[config.mk]
export PLATFORM = sky130hd
export DESIGN_NAME = ckpc_window
export DESIGN_NICKNAME = d
export VERILOG_FILES = /design/src/design/ckpc_pkg.sv /design/src/design/ckpc_window.sv
export SDC_FILE = /design/constraint.sdc
export NUM_CORES = 1
export LEC_CHECK = 0
export ABC_AREA = 0
export BUFFER_PORTS_ARGS = -buffer_cell sky130_fd_sc_hd__buf_2
export CELL_PAD_IN_SITES_DETAIL_PLACEMENT = 0
export CELL_PAD_IN_SITES_GLOBAL_PLACEMENT = 2
export CORE_UTILIZATION = 35
export DETAILED_ROUTE_END_ITERATION = 10
export PLACE_DENSITY = 0.84
export RECOVER_POWER = 50
export SKIP_LAST_GASP = 1
export SLEW_MARGIN = 20
export SYNTH_ARGS = -nofsm -noshare
export SYNTH_HDL_FRONTEND = slang
export SYNTH_SLANG_ARGS = --single-unit
export TNS_END_PERCENT = 50
[constraint.sdc]
create_clock -name i_clk -period 2.38 [get_ports i_clk]
set_input_delay 0.119 -clock i_clk [delete_from_list [all_inputs] [get_ports i_clk]]
set_output_delay 0.119 -clock i_clk [all_outputs]
set_load 0.005 [all_outputs]
[src/design/ckpc_pkg.sv]
`default_nettype none

package ckpc_pkg;

    localparam logic [1:0] OP_BEGIN  = 2'd0;
    localparam logic [1:0] OP_LETTER = 2'd1;
    localparam logic [1:0] OP_END    = 2'd2;
    localparam logic [1:0] OP_READ   = 2'd3;

    localparam logic [1:0] CFG_CIRCULAR = 2'd0;
    localparam logic [1:0] CFG_BOTH     = 2'd1;
    localparam logic [1:0] CFG_QUORUM   = 2'd2;

    localparam logic [7:0] CHAR_A = 8'h41;
    localparam logic [7:0] CHAR_C = 8'h43;
    localparam logic [7:0] CHAR_G = 8'h47;
    localparam logic [7:0] CHAR_T = 8'h54;

    localparam int EPOCH_W = 8;

    typedef struct packed {
        logic       bad;
        logic [1:0] base;
    } t_code;

    typedef struct packed {
        logic shift;
        logic clear;
        logic both;
    } t_win_ctrl;

    function automatic t_code encode_letter(input logic [7:0] ch);
        t_code c;
        c.bad  = 1'b0;
        c.base = 2'd0;
        unique case (ch)
            CHAR_A: c.base = 2'd0;
            CHAR_C: c.base = 2'd1;
            CHAR_G: c.base = 2'd2;
            CHAR_T: c.base = 2'd3;
            default: c.bad = 1'b1;
        endcase
        return c;
    endfunction

endpackage

`default_nettype wire

[src/design/ckpc_window.sv]
`default_nettype none

module ckpc_window
    import ckpc_pkg::*;
#(
    parameter int WORD_LEN = 8
) (
    input  wire                             i_clk,
    input  wire                             i_rst_n,
    input  t_win_ctrl                       i_ctrl,
    input  t_code                           i_code,
    output logic [2*WORD_LEN-1:0]           o_next_canon,
    output logic                            o_next_ok,
    output logic [$clog2(WORD_LEN+1)-1:0]   o_seen
);

    localparam int AW = 2 * WORD_LEN;
    localparam int SW = $clog2(WORD_LEN + 1);

    logic [AW-1:0]       r_fwd, n_fwd;
    logic [AW-1:0]       r_rev, n_rev;
    logic [WORD_LEN-1:0] r_mask, n_mask;
    logic [SW-1:0]       r_seen, n_seen;

    always_comb begin
        n_fwd  = {r_fwd[AW-3:0], i_code.base};
        n_rev  = {~i_code.base, r_rev[AW-1:2]};
        n_mask = {r_mask[WORD_LEN-2:0], i_code.bad};
        n_seen = (r_seen == SW'(WORD_LEN)) ? r_seen : r_seen + SW'(1);
        o_next_ok = (n_seen == SW'(WORD_LEN)) && (n_mask == '0);
        o_next_canon = (i_ctrl.both && (n_rev < n_fwd)) ? n_rev : n_fwd;
    end

    assign o_seen = r_seen;

    always_ff @(posedge i_clk) begin
        if (!i_rst_n || i_ctrl.clear) begin
            r_fwd  <= '0;
            r_rev  <= '0;
            r_mask <= '0;
            r_seen <= '0;
        end else if (i_ctrl.shift) begin
            r_fwd  <= n_fwd;
            r_rev  <= n_rev;
            r_mask <= n_mask;
            r_seen <= n_seen;
        end
    end

endmodule

`default_nettype wire

==> impl_metrics.yaml <==
setup_path:
  timing.rr.start: "o_seen[0]"
  critical_path.endpoint_type: "output port"
  critical_path_peak_fanout: 7
  reg2reg_setup_slack_ps: 1050
  crit-reg2reg-capture: "o_seen[0]"
  worstPathRequired_ps: 2260
  critPathArrivalTime_ps: 2220
  critPathTopFamily: "compound AO/OA/AOI/OAI gates"
  worst_path_largest_cell_delay_ps: 330
  number_of_logic_stages_on_the_critical_path_including_buffering: 9
  ff2ff_path_depth: 6
  critical_path_buf_inv_count: 3
  crit_end: "o_next_canon[6]"
  timing.setup.critical_path_class: "register to output port"
  cp_cell_sequence: "inv_1, ha_1, a41oi_1, o21ai_1, a22oi_2, nand3_4, buf_12, mux2_4, buf_6"
  setup_crit_start_kind: "register"
  cp_slowest_cell: "sky130_fd_sc_hd__dfxtp_2"
  startpoint: "r_fwd[4]"
die:
  row_count: 27
  floorplan.io_pins: 29
  starting_density_of_the_core: 0.3701
  core_region_area_sq_mm: 0.005642
  die_width_um: 79.24
  fp.dieH_um: 79.24
  floorplan.die_area_sq_mm: 0.006279
placement:
  dpl-instance-area_sq_mm: 0.002456
  hpwl_um: 3227
  place_ws_ps: 217.1
  gp_congestion: 0.7040
  io_buffer_count: 28
cells_and_area:
  num_antenna_cells: 0
  multi_input_area_sq_mm: 0.001329
  final_nets: 296
  drive_above_1_share: 0.3713
  design_area_sq_mm: 0.002800
  layout.filler_cells: 523
  sequential_cell_area_sq_um: 794.5
  final_common_cell: "sky130_fd_sc_hd__nor2_1"
  layout.cells.most_common_list: "41 x sky130_fd_sc_hd__nor2_1, 36 x sky130_fd_sc_hd__mux2i_1, 28 x sky130_fd_sc_hd__dfxtp_1, 20 x sky130_fd_sc_hd__buf_2, 20 x sky130_fd_sc_hd__buf_4"
  area_growth_syn_to_layout_pct: 34.09
global_route:
  grt_antenna_before_repair: 0
  grt_pass1_wl_um: 7631
  first_global_vias: 1617
  gr-usage-all-layers: 0.1593
  grt_start_max_net_pins: 25
  grt_remaining_overflow: 0
clocking:
  clkLatencyLatePin_ps: 300
  cts.path.max_buffers: 2
  tritoncts_num_sinks: 39
  clk_transition_reported_paths_ps: 80
  holdBufCountCts: 0
  clock-root-buffer: "sky130_fd_sc_hd__clkbuf_8"
  ctsHtreeMaxLevel: 2
  cts_buffers: 5
  cts_tree: "yes"
synthesis:
  synth-warning-count: 0
  synth_ff_type: "sky130_fd_sc_hd__dfxtp_1"
  cell_area_after_synthesis_sq_mm: 0.002088
  synth_async_sr_flop_share: 0
  post_synth_inst_count: 221
  syn_avg_cell_area_sq_um: 9.449
  ys_seq_elements: 39
  syn_nets: 246
  synth_cell_type_count: 29
  synth_seq_area_share: 0.3739
  synth_enable_flop_cells: 0
timing:
  timing.max_slew.rel_slack: 0.4374
  setup_viol: 0
  finalCriticalPeriod_ps: 2341
  fin_setup_tns_ps: 0
  postLayoutSetupSlackWorst_ps: 39.28
  final-max-slew-violation-count: 0
  timing_worst_slew_pin_value_ps: 843.8
  grt_setup_unrepaired: "true"
  hold_viol_final: 0
  achievable-frequency_mhz: 427.2
  holdWs_ps: 66.18
  clock_skew_ps: 2.755
  finalCritPeriodShare: 0.9835
power_and_ir_drop:
  static_leak_nw: 1.286
  total_power_divided_by_cell_area_mw_per_mm2: 494.7
  vdd_drop_max_mv: 0.2262
drt:
  wl_um: 4648
  detailroute.via_count: 1675
  drt_pre_antenna_iters: 4
  detail_route.iter0.violations: 70
  ant_nets: 0
  detailed_route_drc_error_count: 0
  wl_per_cell_um: 13.51
  drt-vias-per-instance: 4.869
flow_run:
  cap_viol_max_count: 0
outcome:
  status: "completed"
min_path:
  hold_path_startpoint: "i_code[1]"
  hp-class: "primary input to register"
==> flip-flops by register name (all words and copies together) (netlist names) <==
| register | cells |
|---|---|
| r_mask | 7 |
| r_fwd | 14 |
| r_rev | 14 |
| o_seen | 4 |
==> report_power, final <==
group	internal [mW]	switching [mW]	total, mW
registers	0.658	0.00686	0.665
logic	0.0704	0.0711	0.141
clock network	0.339	0.240	0.579
==> layout make-up <==
type | count | area share
well taps | 72 | 0.03217
multi-input cells | 153 | 0.4745
clock buffers | 6 | 0.02949
repair buffers | 53 | 0.1421
inverters | 19 | 0.02547
clock inverters | 2 | 0.01251
flip-flops and latches | 39 | 0.2837
==> repair_timing <==
action	4_1_cts	5_1_grt
pin swaps	4	9
buffers inserted	2	2
hold endpoints to repair	0	0
setup endpoints to repair	14	16
gates resized for setup	12	35
==> stage by stage <==
step / cells / utilization / power, mW
2_1_floorplan: 221 / - / 0.7621
3_3_place_gp: 332 / 0.4354 / 0.8079
3_5_place_dp: 332 / 0.4354 / 0.8076
4_1_cts: 342 / 0.4677 / 1.391
5_1_grt: 344 / 0.4963 / 1.450
6_report: 344 / 0.4963 / 1.385
==> worst min-delay path by stage <==
stage,endpoint,slack [ps],cells after the start
4_1_cts,r_rev[15],60,2
6_report,r_rev[15],70,2
2_1_floorplan,r_rev[14],220,1
5_1_grt,r_rev[15],80,2
3_5_place_dp,r_mask[0],390,3
3_3_place_gp,r_mask[0],370,3
==> cells in the mapped netlist, types with 2 or more instances <==
| library cell | number | area share |
|---|---|---|
| sky130_fd_sc_hd__a211oi_1 | 2 | 0.0072 |
| sky130_fd_sc_hd__a21oi_1 | 5 | 0.012 |
| sky130_fd_sc_hd__buf_1 | 2 | 0.0036 |
| sky130_fd_sc_hd__clkbuf_1 | 7 | 0.013 |
| sky130_fd_sc_hd__dfxtp_1 | 39 | 0.37 |
| sky130_fd_sc_hd__ha_1 | 17 | 0.10 |
| sky130_fd_sc_hd__inv_1 | 19 | 0.034 |
| sky130_fd_sc_hd__mux2_2 | 6 | 0.032 |
| sky130_fd_sc_hd__mux2_4 | 8 | 0.058 |
| sky130_fd_sc_hd__mux2i_1 | 36 | 0.17 |
| sky130_fd_sc_hd__nand2_1 | 7 | 0.013 |
| sky130_fd_sc_hd__nand2b_1 | 4 | 0.012 |
| sky130_fd_sc_hd__nand3_1 | 3 | 0.0072 |
| sky130_fd_sc_hd__nand3b_1 | 2 | 0.0072 |
| sky130_fd_sc_hd__nor2_1 | 41 | 0.074 |
| sky130_fd_sc_hd__nor3_1 | 4 | 0.0096 |
| sky130_fd_sc_hd__nor4_1 | 2 | 0.0060 |
| sky130_fd_sc_hd__o21ai_0 | 6 | 0.014 |
==> per-layer routing <==
metal	up-vias	GRT usage	share of wire
met5	-	0	0
met2	20	0.2517	0.46
met4	0	0.07636	0.018
met3	7	0.03563	0.026
li1	854	-	-
met1	794	0.2039	0.49
==> cell families (layout without fill, tap and decap cells) <==
kind of cell / Yosys count / count (layout) / synth area share
simple gates: 67 / 67 / 0.1480
mux: 50 / 50 / 0.2624
flops: 39 / 39 / 0.3739
buf+inv: 29 / 80 / 0.05573
fa+ha+maj: 17 / 17 / 0.1019
compound gates: 17 / 17 / 0.04973
xor+xnor: 2 / 2 / 0.008390
Power figures use the tool's default switching activity.
